<file path="src/rtl/core/tlpsa_pkg.sv">
// Package for the two-level page slot allocator.
// Holds the table sizes, derived widths, codes and the request and result word types.
// Used by the channel interfaces and by every module of the core.
package tlpsa_pkg;

  // Table sizes.
  localparam int PROCESSES = 4;
  localparam int ROWS      = 8;
  localparam int COLUMNS   = 32;

  // Derived sizes and widths.
  localparam int SLOTS      = ROWS * COLUMNS;
  localparam int CNT_W      = $clog2(SLOTS + 1);
  localparam int PROC_IDX_W = (PROCESSES > 1) ? $clog2(PROCESSES) : 1;

  // Fixed field widths of the request and result words.
  localparam int PROC_W  = 2;
  localparam int INDEX_W = 10;
  localparam int ADDR_W  = 10;

  // Request kinds.
  typedef enum logic {
    KIND_ALLOC = 1'b0,
    KIND_XLATE = 1'b1
  } kind_t;

  // Result status codes.
  typedef enum logic [1:0] {
    ST_OK   = 2'd0,
    ST_BAD  = 2'd1,
    ST_FULL = 2'd2
  } status_t;

  typedef logic [CNT_W-1:0] cnt_t;

  // One request word.
  typedef struct packed {
    kind_t                kind;
    logic [PROC_W-1:0]    process;
    logic [INDEX_W-1:0]   first_index;
    logic [INDEX_W-1:0]   second_index;
  } req_t;

  // One result word.
  typedef struct packed {
    status_t              status;
    logic [ADDR_W-1:0]    slot_addr;
  } rsp_t;

endpackage

</file>
<file path="src/rtl/core/tlpsa_if.sv">
// Valid/ready channel interfaces for the request and result words.
// Depends on tlpsa_pkg for the field widths and code types.

// Request channel.
interface tlpsa_req_if;
  import tlpsa_pkg::*;

  logic                 valid;
  logic                 ready;
  kind_t                kind;
  logic [PROC_W-1:0]    process;
  logic [INDEX_W-1:0]   first_index;
  logic [INDEX_W-1:0]   second_index;

  modport source (output valid, output kind, output process, output first_index,
                  output second_index, input ready);
  modport sink   (input valid, input kind, input process, input first_index,
                  input second_index, output ready);
endinterface

// Result channel.
interface tlpsa_rsp_if;
  import tlpsa_pkg::*;

  logic                 valid;
  logic                 ready;
  status_t              status;
  logic [ADDR_W-1:0]    slot_addr;

  modport source (output valid, output status, output slot_addr, input ready);
  modport sink   (input valid, input status, input slot_addr, output ready);
endinterface

</file>
<file path="src/rtl/core/two_level_page_slot_allocator_core.sv">
// Top level of the two-level page slot allocator: input register, slot table, result register.
// Depends on tlpsa_pkg, tlpsa_if.sv and tlpsa_slot_table.
//
//   Channel  Dir  Handshake     Word fields
//   in_ch    in   valid/ready   kind, process, first_index, second_index
//   out_ch   out  valid/ready   status, slot_addr
//
// One word is accepted per cycle while out_ch.ready is high; a result passes through the input register
// and then the result register, and is taken from there when out_ch.ready is high.
// The rate is set by the per-process fill count, read and advanced in the same cycle.
// Reset clears all fill counts at once; there is no clearing pass.
// While the result register is held, the input register still takes a word, then stalls.
module two_level_page_slot_allocator_core (
  input logic        clk,
  input logic        rst_n,
  tlpsa_req_if.sink   in_ch,
  tlpsa_rsp_if.source out_ch
);
  import tlpsa_pkg::*;

  req_t in_req_r;
  logic in_vld_r;
  logic in_vld_nxt;
  rsp_t out_rsp_r;
  rsp_t rsp;
  logic out_vld_r;
  logic out_vld_nxt;
  logic in_acc;
  logic advance;

  // The held request moves on whenever the result register is free or being emptied.
  assign advance     = in_vld_r && (!out_vld_r || out_ch.ready);
  assign in_ch.ready = !in_vld_r || advance;
  assign in_acc      = in_ch.valid && in_ch.ready;

  assign in_vld_nxt  = in_acc ? 1'b1 : (advance ? 1'b0 : in_vld_r);
  assign out_vld_nxt = advance ? 1'b1 : (out_ch.ready ? 1'b0 : out_vld_r);

  // Valid flags.
  always_ff @(posedge clk) begin
    if (!rst_n) begin
      in_vld_r  <= 1'b0;
      out_vld_r <= 1'b0;
    end else begin
      in_vld_r  <= in_vld_nxt;
      out_vld_r <= out_vld_nxt;
    end
  end

  // Payload registers.
  always_ff @(posedge clk) begin
    if (in_acc) begin
      in_req_r.kind         <= in_ch.kind;
      in_req_r.process      <= in_ch.process;
      in_req_r.first_index  <= in_ch.first_index;
      in_req_r.second_index <= in_ch.second_index;
    end
    if (advance) begin
      out_rsp_r <= rsp;
    end
  end

  // Fill counts and the request decision.
  tlpsa_slot_table u_table (
    .clk   (clk),
    .rst_n (rst_n),
    .fire  (advance),
    .req   (in_req_r),
    .rsp   (rsp)
  );

  assign out_ch.valid     = out_vld_r;
  assign out_ch.status    = out_rsp_r.status;
  assign out_ch.slot_addr = out_rsp_r.slot_addr;

endmodule

</file>
<file path="src/rtl/core/tlpsa_slot_table.sv">
// Slot table of the allocator: one fill count per process and the request decision.
// Depends on tlpsa_pkg. Instantiated by two_level_page_slot_allocator_core.
module tlpsa_slot_table (
  input  logic             clk,
  input  logic             rst_n,
  input  logic             fire,
  input  tlpsa_pkg::req_t  req,
  output tlpsa_pkg::rsp_t  rsp
);
  import tlpsa_pkg::*;

  // Slots are only ever claimed first-fit and never released, so the used
  // slots of a process are always the prefix below its fill count.
  cnt_t                  count_r [PROCESSES];
  cnt_t                  count_nxt;
  cnt_t                  sel_cnt;
  cnt_t                  slot;
  cnt_t                  xl_slot;
  logic [PROC_IDX_W-1:0] proc_idx;
  logic                  proc_ok;
  logic                  idx_ok;
  logic                  bump;

  // Select the fill count of the addressed process.
  assign proc_ok  = 32'(req.process) < PROCESSES;
  assign proc_idx = PROC_IDX_W'(req.process);
  assign sel_cnt  = proc_ok ? count_r[proc_idx] : '0;

  // Translate: row-major slot number when both indices are in range.
  assign idx_ok  = (32'(req.first_index) < ROWS) && (32'(req.second_index) < COLUMNS);
  assign xl_slot = CNT_W'(32'(req.first_index) * COLUMNS + 32'(req.second_index));

  // Decide the result and whether the fill count moves.
  always_comb begin
    rsp.status    = ST_BAD;
    rsp.slot_addr = '0;
    slot          = '0;
    bump          = 1'b0;
    if (proc_ok) begin
      case (req.kind)
        KIND_ALLOC: begin
          if (sel_cnt < CNT_W'(SLOTS)) begin
            rsp.status = ST_OK;
            slot       = sel_cnt;
            bump       = 1'b1;
          end else begin
            rsp.status = ST_FULL;
          end
        end
        KIND_XLATE: begin
          if (idx_ok && (xl_slot < sel_cnt)) begin
            rsp.status = ST_OK;
            slot       = xl_slot;
          end
        end
        default: begin
          rsp.status = ST_BAD;
        end
      endcase
    end
    if (rsp.status == ST_OK) begin
      rsp.slot_addr = ADDR_W'(32'(req.process) * SLOTS + 32'(slot));
    end
  end

  assign count_nxt = sel_cnt + CNT_W'(1);

  // Fill counts; reset clears every process at once.
  always_ff @(posedge clk) begin
    if (!rst_n) begin
      for (int i = 0; i < PROCESSES; i++) begin
        count_r[i] <= '0;
      end
    end else if (fire && bump) begin
      count_r[proc_idx] <= count_nxt;
    end
  end

  // A granted allocation moves the count of its process up by exactly one.
  a_alloc_bumps: assert property (@(posedge clk) disable iff (!rst_n)
    (fire && (req.kind == KIND_ALLOC) && (rsp.status == ST_OK))
      |=> (count_r[$past(proc_idx)] == $past(count_nxt)))
    else $error("fill count did not advance after a granted allocation");

  // A full answer only comes from a process whose table is used up.
  a_full_only_when_full: assert property (@(posedge clk) disable iff (!rst_n)
    (rsp.status == ST_FULL) |-> (proc_ok && (sel_cnt == CNT_W'(SLOTS))))
    else $error("full status with free slots left");

  // A translate hit always points below the fill count.
  a_xlate_hit_used: assert property (@(posedge clk) disable iff (!rst_n)
    ((req.kind == KIND_XLATE) && (rsp.status == ST_OK)) |-> (idx_ok && (xl_slot < sel_cnt)))
    else $error("translate hit on an unused slot");

  // No count ever runs past the table size.
  a_count_bound: assert property (@(posedge clk) disable iff (!rst_n)
    proc_ok |-> (sel_cnt <= CNT_W'(SLOTS)))
    else $error("fill count beyond table size");

endmodule

</file>
<file path="src/flat_wrapper.sv">
// flat-port wrapper written by rule: the top's interface ports become plain ports
module two_level_page_slot_allocator_core_flat import tlpsa_pkg::*;
  (clk, rst_n, in_ch_valid, in_ch_kind, in_ch_process, in_ch_first_index, in_ch_second_index, in_ch_ready, out_ch_valid, out_ch_status, out_ch_slot_addr, out_ch_ready);
  tlpsa_req_if in_ch_i ();
  tlpsa_rsp_if out_ch_i ();
  input logic clk;
  input logic rst_n;
  input wire logic [$bits(in_ch_i.valid)-1:0] in_ch_valid;
  input wire logic [$bits(in_ch_i.kind)-1:0] in_ch_kind;
  input wire logic [$bits(in_ch_i.process)-1:0] in_ch_process;
  input wire logic [$bits(in_ch_i.first_index)-1:0] in_ch_first_index;
  input wire logic [$bits(in_ch_i.second_index)-1:0] in_ch_second_index;
  output wire logic [$bits(in_ch_i.ready)-1:0] in_ch_ready;
  output wire logic [$bits(out_ch_i.valid)-1:0] out_ch_valid;
  output wire logic [$bits(out_ch_i.status)-1:0] out_ch_status;
  output wire logic [$bits(out_ch_i.slot_addr)-1:0] out_ch_slot_addr;
  input wire logic [$bits(out_ch_i.ready)-1:0] out_ch_ready;
  assign in_ch_i.valid = in_ch_valid;
  assign in_ch_i.kind = in_ch_kind;
  assign in_ch_i.process = in_ch_process;
  assign in_ch_i.first_index = in_ch_first_index;
  assign in_ch_i.second_index = in_ch_second_index;
  assign in_ch_ready = in_ch_i.ready;
  assign out_ch_valid = out_ch_i.valid;
  assign out_ch_status = out_ch_i.status;
  assign out_ch_slot_addr = out_ch_i.slot_addr;
  assign out_ch_i.ready = out_ch_ready;
  two_level_page_slot_allocator_core u_core (.clk(clk), .rst_n(rst_n), .in_ch(in_ch_i), .out_ch(out_ch_i));
endmodule
</file>
<file path="config.mk">
export PLATFORM = sky130hd
export DESIGN_NAME = two_level_page_slot_allocator_core_flat
export DESIGN_NICKNAME = d
export VERILOG_FILES = /design/src/rtl/core/tlpsa_pkg.sv /design/src/rtl/core/tlpsa_if.sv /design/src/rtl/core/two_level_page_slot_allocator_core.sv /design/src/rtl/core/tlpsa_slot_table.sv /design/src/flat_wrapper.sv
export SDC_FILE = /design/constraint.sdc
export NUM_CORES = 1
export LEC_CHECK = 0
export BUFFER_PORTS_ARGS = -buffer_cell sky130_fd_sc_hd__clkbuf_2
export CAP_MARGIN = 30
export CORE_AREA = 2 2 89 126
export CTS_CLUSTER_DIAMETER = 50
export DETAILED_ROUTE_END_ITERATION = 16
export DIE_AREA = 0 0 91 128
export SLEW_MARGIN = 20
export SYNTH_ARGS = -nofsm -noshare
export SYNTH_HDL_FRONTEND = slang
export SYNTH_HIERARCHICAL = 1
export SYNTH_SLANG_ARGS = --single-unit
export TNS_END_PERCENT = 20
</file>
<file path="constraint.sdc">
create_clock -name clk -period 3.3 [get_ports clk]
set_input_delay 0.66 -clock clk [delete_from_list [all_inputs] [get_ports clk]]
set_output_delay 0.66 -clock clk [all_outputs]
set_load 0.01 [all_outputs]
</file>
======== Word level (Yosys, flattened, before mapping) ========
Memories as Yosys holds them, arrays and structs flattened. A register that Yosys moved wholly into a read port is not among the register bits.
Cells that the tools add are included.
storage, ports and cells
  bits in registers ....................... 37
  bits in latches ......................... 0
  bits in writable memories ............... 36
  ROM bits ................................ 0
  word-level logic and storage cells ...... 50
  memories kept ........................... 1
memory list
  memory                  depth  width  read ports  clocked after Yosys merged registers in  write ports  line                    source
  u_core.u_table.count_r  4      9      1           1                                        4            tlpsa_slot_table.sv:14  cnt_t count_r [PROCESSES];
cells by class
  add/subtract/negate cells ............... 3
  $mul .................................... 0
  div/mod/pow operators ................... 0
  magnitude comparators ................... 4
  eq/ne operators ......................... 0
  shift-type cells ........................ 0
  muxes and demuxes ....................... 20
  bitwise gates (word level) .............. 1
  reduce and logical (&&, ||, !) cells .... 13
operators by type and width
  cell                                                  number
  two-way mux 9 bit                                     3
  case mux 9 bit (2 select lines)                       1
  two-way mux 1 bit                                     12
  adder 10 x 9 -> 10 bit                                1
  < comparator 10 x 4 -> 1 bit (second input constant)  1
  < comparator 10 x 6 -> 1 bit (second input constant)  1
  adder 9 x 1 -> 9 bit (second input constant)          1
  adder 9 bit                                           1
  < comparator 9 bit                                    1
  < comparator 9 bit (second input constant)            1
  OR reduction 9 bit                                    1
  two-way mux 2 bit                                     3
  logical AND 1 bit                                     5
  case mux 2 bit (2 select lines)                       1
  nonzero test 2 bit                                    2
  zero test 1 bit                                       2
  zero test 2 bit                                       1
  logical OR 1 bit                                      2
  NOT 1 bit                                             1

======== Logic depth before layout (Yosys ltp) ========
Gate-level depths: netlist of run 1.
  depth in word-level cells ............... 9
  depth in mapped cells ................... 14
  depth with buffers taken out ............ 13

======== Cells and area by module ========
Netlist of run 1, hierarchy kept.
by module, submodules not included
  module                              times used  cells each  area each (um^2)  sequential area each (um^2)
  tlpsa_slot_table                    1           182         2,147.1           1,081.0
  two_level_page_slot_allocator_core  1           44          1,154.9           1,091.0

======== Least setup slack after synthesis of run 1 ========
No wires, ideal clock.
  kind .................................... input -> register
  from .................................... in out_ch_ready
  to ...................................... mem u_core/u_table/count_r[1][0] (netlist bit), enable pin
  setup time .............................. 0.334 ns
  arrival ................................. 2.744 ns
  required time ........................... 2.966 ns
  path slack .............................. 0.222 ns
  stages on the path ...................... 7
  path buffers ............................ 1
  path through ............................ nor2b_4 nor2b_1 nor2b_1 nand2_1 or4b_2 clkbuf_1 nand2_1
RTL lines
  element             line                    source
  start: declaration  flat_wrapper.sv:17      input wire logic [$bits(out_ch_i.ready)-1:0] out_ch_ready;
  end: declaration    tlpsa_slot_table.sv:14

======== Final worst setup path of run 1 ========
  from .................................... reg u_core/in_req_r[6] (netlist bit)
  to ...................................... reg u_core.out_rsp_r (netlist bit u_core/out_ch.slot_addr[8]) (data pin)
on the way
  longest elaborated chain between the ends .. 6
  elaborated cells on any way between the ends .. 11
RTL lines
  element                                                                                    line                                            source
  start: declaration                                                                         two_level_page_slot_allocator_core.sv:21        req_t in_req_r;
  adder 9 bit / < comparator 10 x 6 -> 1 bit (equally long branches)                         tlpsa_slot_table.sv:31, tlpsa_slot_table.sv:30
  < comparator 9 bit / logical AND 1 bit (equally long branches)                             tlpsa_slot_table.sv:51, tlpsa_slot_table.sv:30
  logical AND 1 bit                                                                          tlpsa_slot_table.sv:51                          if (idx_ok && (xl_slot < sel_cnt)) begin
  two-way mux 9 bit / two-way mux 1 bit (equally long branches)                              tlpsa_slot_table.sv:51
  case mux 9 bit (2 select lines) / case mux 2 bit (2 select lines) (equally long branches)  tlpsa_slot_table.sv:40                          case (req.kind)
  adder 10 x 9 -> 10 bit / zero test 2 bit (equally long branches)                           tlpsa_slot_table.sv:62, tlpsa_slot_table.sv:61
  end signal: assignment                                                                     two_level_page_slot_allocator_core.sv:59        out_rsp_r <= rsp;
  end: declaration                                                                           two_level_page_slot_allocator_core.sv:24        rsp_t out_rsp_r;
Parallel ways exist; a longest one is shown, timed or not.
A chain may end at the register's enable or synchronous reset.

==> results of run 1 <==
==> final timing paths <==
| check | start | to | slack, ns | cells past startpoint |
|---|---|---|---|---|
| max | u_core/in_req_r[6] | u_core/out_ch.slot_addr[8] | 0.32 | 12 |
| min | in_ch_second_index[4] | u_core/in_req_r[4] | 0.50 | 1 |
| max reg2reg | u_core/in_req_r[6] | u_core/out_ch.slot_addr[8] | 0.32 | 12 |
| min reg2reg | u_core/out_ch.valid | u_core/in_vld_r | 0.54 | 2 |
==> placed cells by master, fill, tap and decap left out, types with 2 or more instances in the layout <==
master,count
dfxtp_1,2
a31oi_1,2
nor4_1,2
buf_4,11
nand4_1,4
a21oi_2,2
bufinv_16,2
nand2_1,8
ha_1,13
clkinvlp_4,4
a21oi_1,3
nor2_1,41
inv_1,15
clkbuf_2,40
mux4_1,2
clkbuf_16,9
a21o_1,2
nor3_1,2
a32o_1,8
edfxtp_1,71
nor2b_1,4
mux4_2,7
xnor2_1,9
nand3_1,4
==> metal layers <==
layer	up-vias	wire, um
li1	956	-
met1	997	2708
met2	39	3744
met3	8	297
met4	0	112
met5	-	0
==> final cells by class <==
type	count	area [um^2]
tap	141	176.4
inverter	15	56.30
fill	1043	6550
multi-input combinational	130	1027
clock buffer	9	225.2
timing repair buffer	51	282.8
clock inverter	7	95.09
sequential	73	2172
==> report_power, final <==
part / switching [mW] / total [mW] / internal (mW)
sequential: 0.0222 / 1.09 / 1.06
clock: 0.367 / 1.03 / 0.659
combinational: 0.116 / 0.199 / 0.0830
==> stage by stage <==
stage	hold slack (ns)	cells	setup WS, ns	utilization [%]	area (um^2)
floorplan	0.5287	226	0.2222	-	3302
global placement	0.5141	410	0.4174	35.09	3715
detailed placement	0.5325	410	0.3238	35.09	3715
CTS	0.4872	426	0.2928	38.12	4035
global route	0.4847	426	0.08347	38.12	4035
finish	0.4981	426	0.3151	38.12	4035
==> flip-flops by register name (all words and copies together) (netlist names) <==
| name | cells |
|---|---|
| u_core/in_req_r | 23 |
| u_core/in_vld_r | 1 |
| u_core/out_ch.slot_addr | 10 |
| u_core/out_ch.status | 2 |
| u_core/out_ch.valid | 1 |
| u_core/u_table/count_r | 36 |
==> cell families (layout without fill, tap and decap cells) <==
group                      after synthesis  after routing  share of synthesized area (%)
AOI/OAI and AO/OA                       22             22                          5.116
xor gates and xnor gates                10             10                          2.653
adders and majority gates               14             14                          5.533
buffers and inverters                   23             82                          3.221
DFF                                     73             73                          65.78
muxes                                    9              9                          6.366
and+or+nand+nor                         75             75                          11.33
==> impl_results.md, run 1 <==
* Outcome: finished clean
* Buf+Inv Stages, Crit Path at 0
* Num Clock Sinks at 73
* Global Route met1 Usage at approximately 14%
* Min-delay worst type: in -> reg
* Final hold violations at 0
* Vias in the first global route at 2172
* Largest fanout on the critical path at 3
* Post-synthesis async set-or-reset flop share at 0%
* CP cell instances: ha_1 -> a21o_1 -> a21oi_1 -> xnor2_1 -> ha_1 -> a211oi_1 -> nand4_1 -> a31oi_1 -> and2_1 -> and3_1 -> ha_1 -> nor2b_1
* CORE AREA at 10590 um^2
* Crit-path most repeated cell: ha_1
* Max cap viols at 0
* Register area share after synthesis at between 60% and 70%
* Count of cell types in the netlist at 40
* Grt met2 use at 23.22%
* Vias post-DR at 2000
* Worst Path Arrival at 3.06 ns
* Total Power at roughly 2.3 mW
* Top Ports at ~40
* First-pass GRT wire length at between 10000 and 15000 um
* Largest net degree at the start of global routing at 19
* RSZ-0062 raised after global routing: no
* Post-CTS Setup Bufs at 0
* WL/cell at between 15 and 20 um
* Mapped Avg Cell Area at 14.61 um^2
* Pwr Density at between 500 and 600 nW/um^2
* Clock Latency Late Sink at 0.34 ns
* Setup-failing EPs final at 0
* Count of final max-slew check failures at 0
* NumNets Final at approximately 320
* Die Footprint at 11650 um^2
* Critical path endpoint category: register
* Initial antenna violation count at 0
* Slew @ Worst Pin at 0.5459 ns
* Top-count cell post-synth: edfxtp_1
* Die Ht at ~130 um
* Hpwl dp at 5047 um
* Total nets after synthesis at around 270
* Critical path class: reg -> reg
* RD Place Congestion at between 0.8 and 0.9
* Setup tns final at 0 ns
* Number of CTS-inserted buffers at 9
* Cell Area, Synth at between 3000 and 4000 um^2
* Initial core utilization at between 30% and 40%
* Yosys warns at 6
* Cts hold-fix bufs at 0
* Clk slew on worst S/H paths at around 0.060 ns
* Crit start category: register
* Clock Skews at between 0.005 and 0.006 ns
* P_leak at ~1.6 nW
* Top Usage Layer GRT: met2
* Number of flops mapped to enable cells by yosys at around 70
* Max incr delay on CP at roughly 0.42 ns
* Die width at slightly above 90 um
* Top cell type's share of synthesized area at 64.57%
* Detail Route Antenna Nets at 0
* Largest delay share family, worst path: adder cells
* Global-route usage over all layers at around an eighth
* Initial drt markers at 132
* Root Buffer: clkbuf_16
* H-Tree Depth at 3
* Congestion Overflow GR at 0
* TritonCTS clock tree: yes
* Clk buf depth at 2
* Leading area contributor after synthesis: edfxtp_1
* Area Growth Syn to Fin at 22.21%
* Top cells by area, synth: edfxtp_1 (65%), ha_1 (4.9%), mux4_2 (4.8%)
* Post-synth top flop: edfxtp_1
* Relative slew slack at between 60% and 70%
* IO buf count at 40
* Slowest-stage cell, CP: edfxtp_1
* Post-cts sizing count at 0
* Post-Route WL at ~6900 um
* Achievable Freq at 335.0 MHz
* Tmin final at between 2 and 3 ns
* Max IR drop VDD at around 190 uV
* Routing usage on met3 at 3.469%
* Floorplan row count at 45
* Vias per cell at around 4.7
* Synth cell count leaders: edfxtp_1 (71), nor2_1 (41), inv_1 (15), ha_1 (13), xnor2_1 (9)
* Layout cells sized above 1 at 28.42%
* Antenna diodes at 0
* Worst path required time at between 3 and 4 ns
* Fin crit share at a little over 90%
* #FFs+latches synth at 73
* Mapped Cells at approximately 230
* DR DRC count at 0
* First-pass DRT Iterations at 4
Power figures use the tool's default switching activity.
==> run 2: changes to the inputs <==
--- a/config.mk
+++ b/config.mk
@@ -7,10 +7,10 @@
 export LEC_CHECK = 0
 export BUFFER_PORTS_ARGS = -buffer_cell sky130_fd_sc_hd__clkbuf_2
 export CAP_MARGIN = 30
-export CORE_AREA = 2 2 89 126
-export CTS_CLUSTER_DIAMETER = 50
+export CORE_AREA = 2 2 76 107
+export CTS_CLUSTER_DIAMETER = 80
 export DETAILED_ROUTE_END_ITERATION = 16
-export DIE_AREA = 0 0 91 128
+export DIE_AREA = 0 0 78 109
 export SLEW_MARGIN = 20
 export SYNTH_ARGS = -nofsm -noshare
 export SYNTH_HDL_FRONTEND = slang
==> run 2 against run 1 <==
Effect of this change: largest cell class unchanged; critical path depth unchanged; flip-flop and latch count unchanged; utilization is 12 points higher; final area is 4.8% lower; register-to-register slack about the same; sequential share of layout area increased by 2.7 points; first-iteration DRC count shrank 9.8%; combinational power barely moved; power down 16%.
==> impl_results.md, run 2 (same netlist as run 1, synthesis figures left out) <==
* Outcome: finished clean
* First-pass GRT wire length at 10480 um (-5.4%)
* Worst path required time at 3.39 ns (about the same)
* Post-cts sizing count at 0 (unchanged)
* Clk slew on worst S/H paths at 0.07 ns (about the same)
* Root Buffer: clkbuf_8
* Clock Latency Late Sink at 0.35 ns (about the same)
* Num Clock Sinks at 73 (unchanged)
* Clock power share at 33.7% (-11 points)
* Vias post-DR at 1978 (-1.1%)
* Die Footprint at 8502 um^2 (-27%)
* Worst hold path cell count at 1 (unchanged)
* Min-delay worst type: in -> reg
* IO buf count at 40 (unchanged)
* Comb pwr share at 10.4% (+1.8 points)
* Hpwl dp at 4995 um (-1.0%)
* Final hold violations at 0 (unchanged)
* Max cap viols at 0 (unchanged)
* Reg2Reg Depth at 12 (unchanged)
* Sw frac at 23.16% (+1.3 points)
* Power Internal at 1.492 mW (-17%)
* Count of final max-slew check failures at 0 (unchanged)
* Critical path class: reg -> reg
* Number of CTS-inserted buffers at 9 (unchanged)
* Setup tns final at 0 ns (unchanged)
* Global-route usage over all layers at 17.24% (+4.5 points)
* Total Power at 1.941 mW (-16%)
* Reg with most FFs: u_core/u_table/count_r
* Top Usage Layer GRT: met2
* Placed insts at 368 (-10%)
* Vias per cell at 5.151 (+9.7%)
* Relative slew slack at 62.76% (-0.75 points)
* Routing usage on met3 at 4.305% (+0.84 points)
* Crit start category: register
* RD Place Congestion at 0.8127 (-4.6%)
* Seq pwr share at 55.9% (+8.9 points)
* Largest register FFs at 36 (unchanged)
* WL/cell at 17.66 um (+9.7%)
* P_leak at 1.503 nW (-3.1%)
* Layout cells sized above 1 at 27.82% (-0.60 points)
* Tmin final at 2.998 ns (+0.01319 ns)
* Initial antenna violation count at 0 (unchanged)
* Post-Route WL at 6783 um (-1.2%)
* Largest net degree at the start of global routing at 19 (unchanged)
* Post-CTS Setup Bufs at 0 (unchanged)
* Initial drt markers at 119 (-9.8%)
* Die Ht at 109 um (-15%)
* NumNets Final at 320 (-0.31%)
* Commonest non-fill, non-tap cell in the layout: edfxtp_1
* RSZ-0062 raised after global routing: no
* Clk buf depth at 2 (unchanged)
* Top Ports at 41 (unchanged)
* Grt met2 use at 31.28% (+8.1 points)
* Largest fanout on the critical path at 3 (unchanged)
* Slew @ Worst Pin at 0.5572 ns (+0.01127 ns)
* H-Tree Depth at 3 (unchanged)
* Net Switching at 0.4496 mW (-11%)
* Area Growth Syn to Fin at 16.37%
* Cts hold-fix bufs at 0 (unchanged)
* Max IR drop VDD at 251.0 uV (+31%)
* Initial core utilization at 43.40% (+12 points)
* Antenna diodes at 0 (unchanged)
* Critical path endpoint category: register
* Detail Route Antenna Nets at 0 (unchanged)
* DR DRC count at 0 (unchanged)
* Congestion Overflow GR at 0 (unchanged)
* Floorplan row count at 38 (-16%)
* Non-filler cells in the finished layout at 384 (-9.9%)
* CORE AREA at 7607 um^2 (-28%)
* Vias in the first global route at 2044 (-5.9%)
* Achievable Freq at 333.5 MHz (-0.44%)
* Worst Path Arrival at 3.09 ns (+0.03 ns)
* Pwr Density at 505.2 nW/um^2 (-12%)
* Clock Skews at 0.009790 ns (+0.004161 ns)
* TritonCTS clock tree: yes
* Global Route met1 Usage at 19.09% (+5.3 points)
* Die width at 78 um (-14%)
* Setup-failing EPs final at 0 (unchanged)
* Fin crit share at 90.85% (+0.40 points)
* First-pass DRT Iterations at 4 (unchanged)
* Most frequent cells in the layout: edfxtp_1 (71), nor2_1 (41), clkbuf_2 (40)
## run 2: changes by cell type in the layout (fill, tap and decap cells not counted), sizes merged
| cell | delta |
|---|---|
| buf | -1 |
| bufinv | -1 |
| clkbuf | +1 |
| clkinv | +4 |
| clkinvlp | -4 |
## run 2: power by group through the flow
| stage | clock network (mW) | registers (mW) | logic, mW |
|---|---|---|---|
| 2_1_floorplan | 0 | 1.10 | 0.128 |
| 3_3_place_gp | 0 | 1.11 | 0.200 |
| 3_5_place_dp | 0 | 1.11 | 0.202 |
| 4_1_cts | 0.679 | 1.09 | 0.204 |
| 5_1_grt | 0.711 | 1.09 | 0.220 |
| 6_report | 0.655 | 1.09 | 0.201 |
## run 2: layout make-up
| cell class | instances | area (um^2) |
|---|---|---|
| Multi-Input combinational cell | 130 | 1027 |
| Inverter | 15 | 56.30 |
| Fill cell | 687 | 3765 |
| Tap cell | 100 | 125.1 |
| Timing Repair Buffer | 50 | 275.3 |
| Clock buffer | 10 | 127.6 |
| Sequential cell | 73 | 2172 |
| Clock inverter | 6 | 58.81 |
## run 2: worst paths after layout
kind	from	end	slack [ns]
hold reg to reg	u_core/out_ch.valid	u_core/in_vld_r	0.53
setup reg to reg	u_core/in_req_r[6]	u_core/out_ch.slot_addr[8]	0.30
hold / removal	in_ch_kind	u_core/in_req_r[22]	0.49
setup / recovery	u_core/in_req_r[6]	u_core/out_ch.slot_addr[8]	0.30
## run 2: worst max-delay path: stages, from the launching register on
cell and delay, ns:
edfxtp_1 0.42, ha_1 0.31, a21o_1 0.16, a21oi_1 0.18, xnor2_1 0.17, ha_1 0.29
a211oi_1 0.21, nand4_1 0.12, a31oi_1 0.20, and2_1 0.17, and3_1 0.17, ha_1 0.22
nor2b_1 0.12
## run 2: routing by layer
metal / wire (um) / up-vias
met5: 0 / -
met4: 80 / 0
met3: 394 / 5
met2: 3727 / 58
met1: 2581 / 960
li1: - / 955
## run 2: through the flow
| stage | hold WS (ns) | worst slack (ns) | instance area [um^2] | utilization (%) |
|---|---|---|---|---|
| after floorplan | 0.5287 | 0.2222 | 3302 | - |
| after global placement | 0.5176 | 0.4081 | 3656 | 48.06 |
| after detailed placement | 0.5295 | 0.3276 | 3656 | 48.06 |
| after CTS | 0.4642 | 0.2833 | 3842 | 50.51 |
| after global routing | 0.4712 | 0.07942 | 3842 | 50.51 |
| final | 0.4867 | 0.3019 | 3842 | 50.51 |
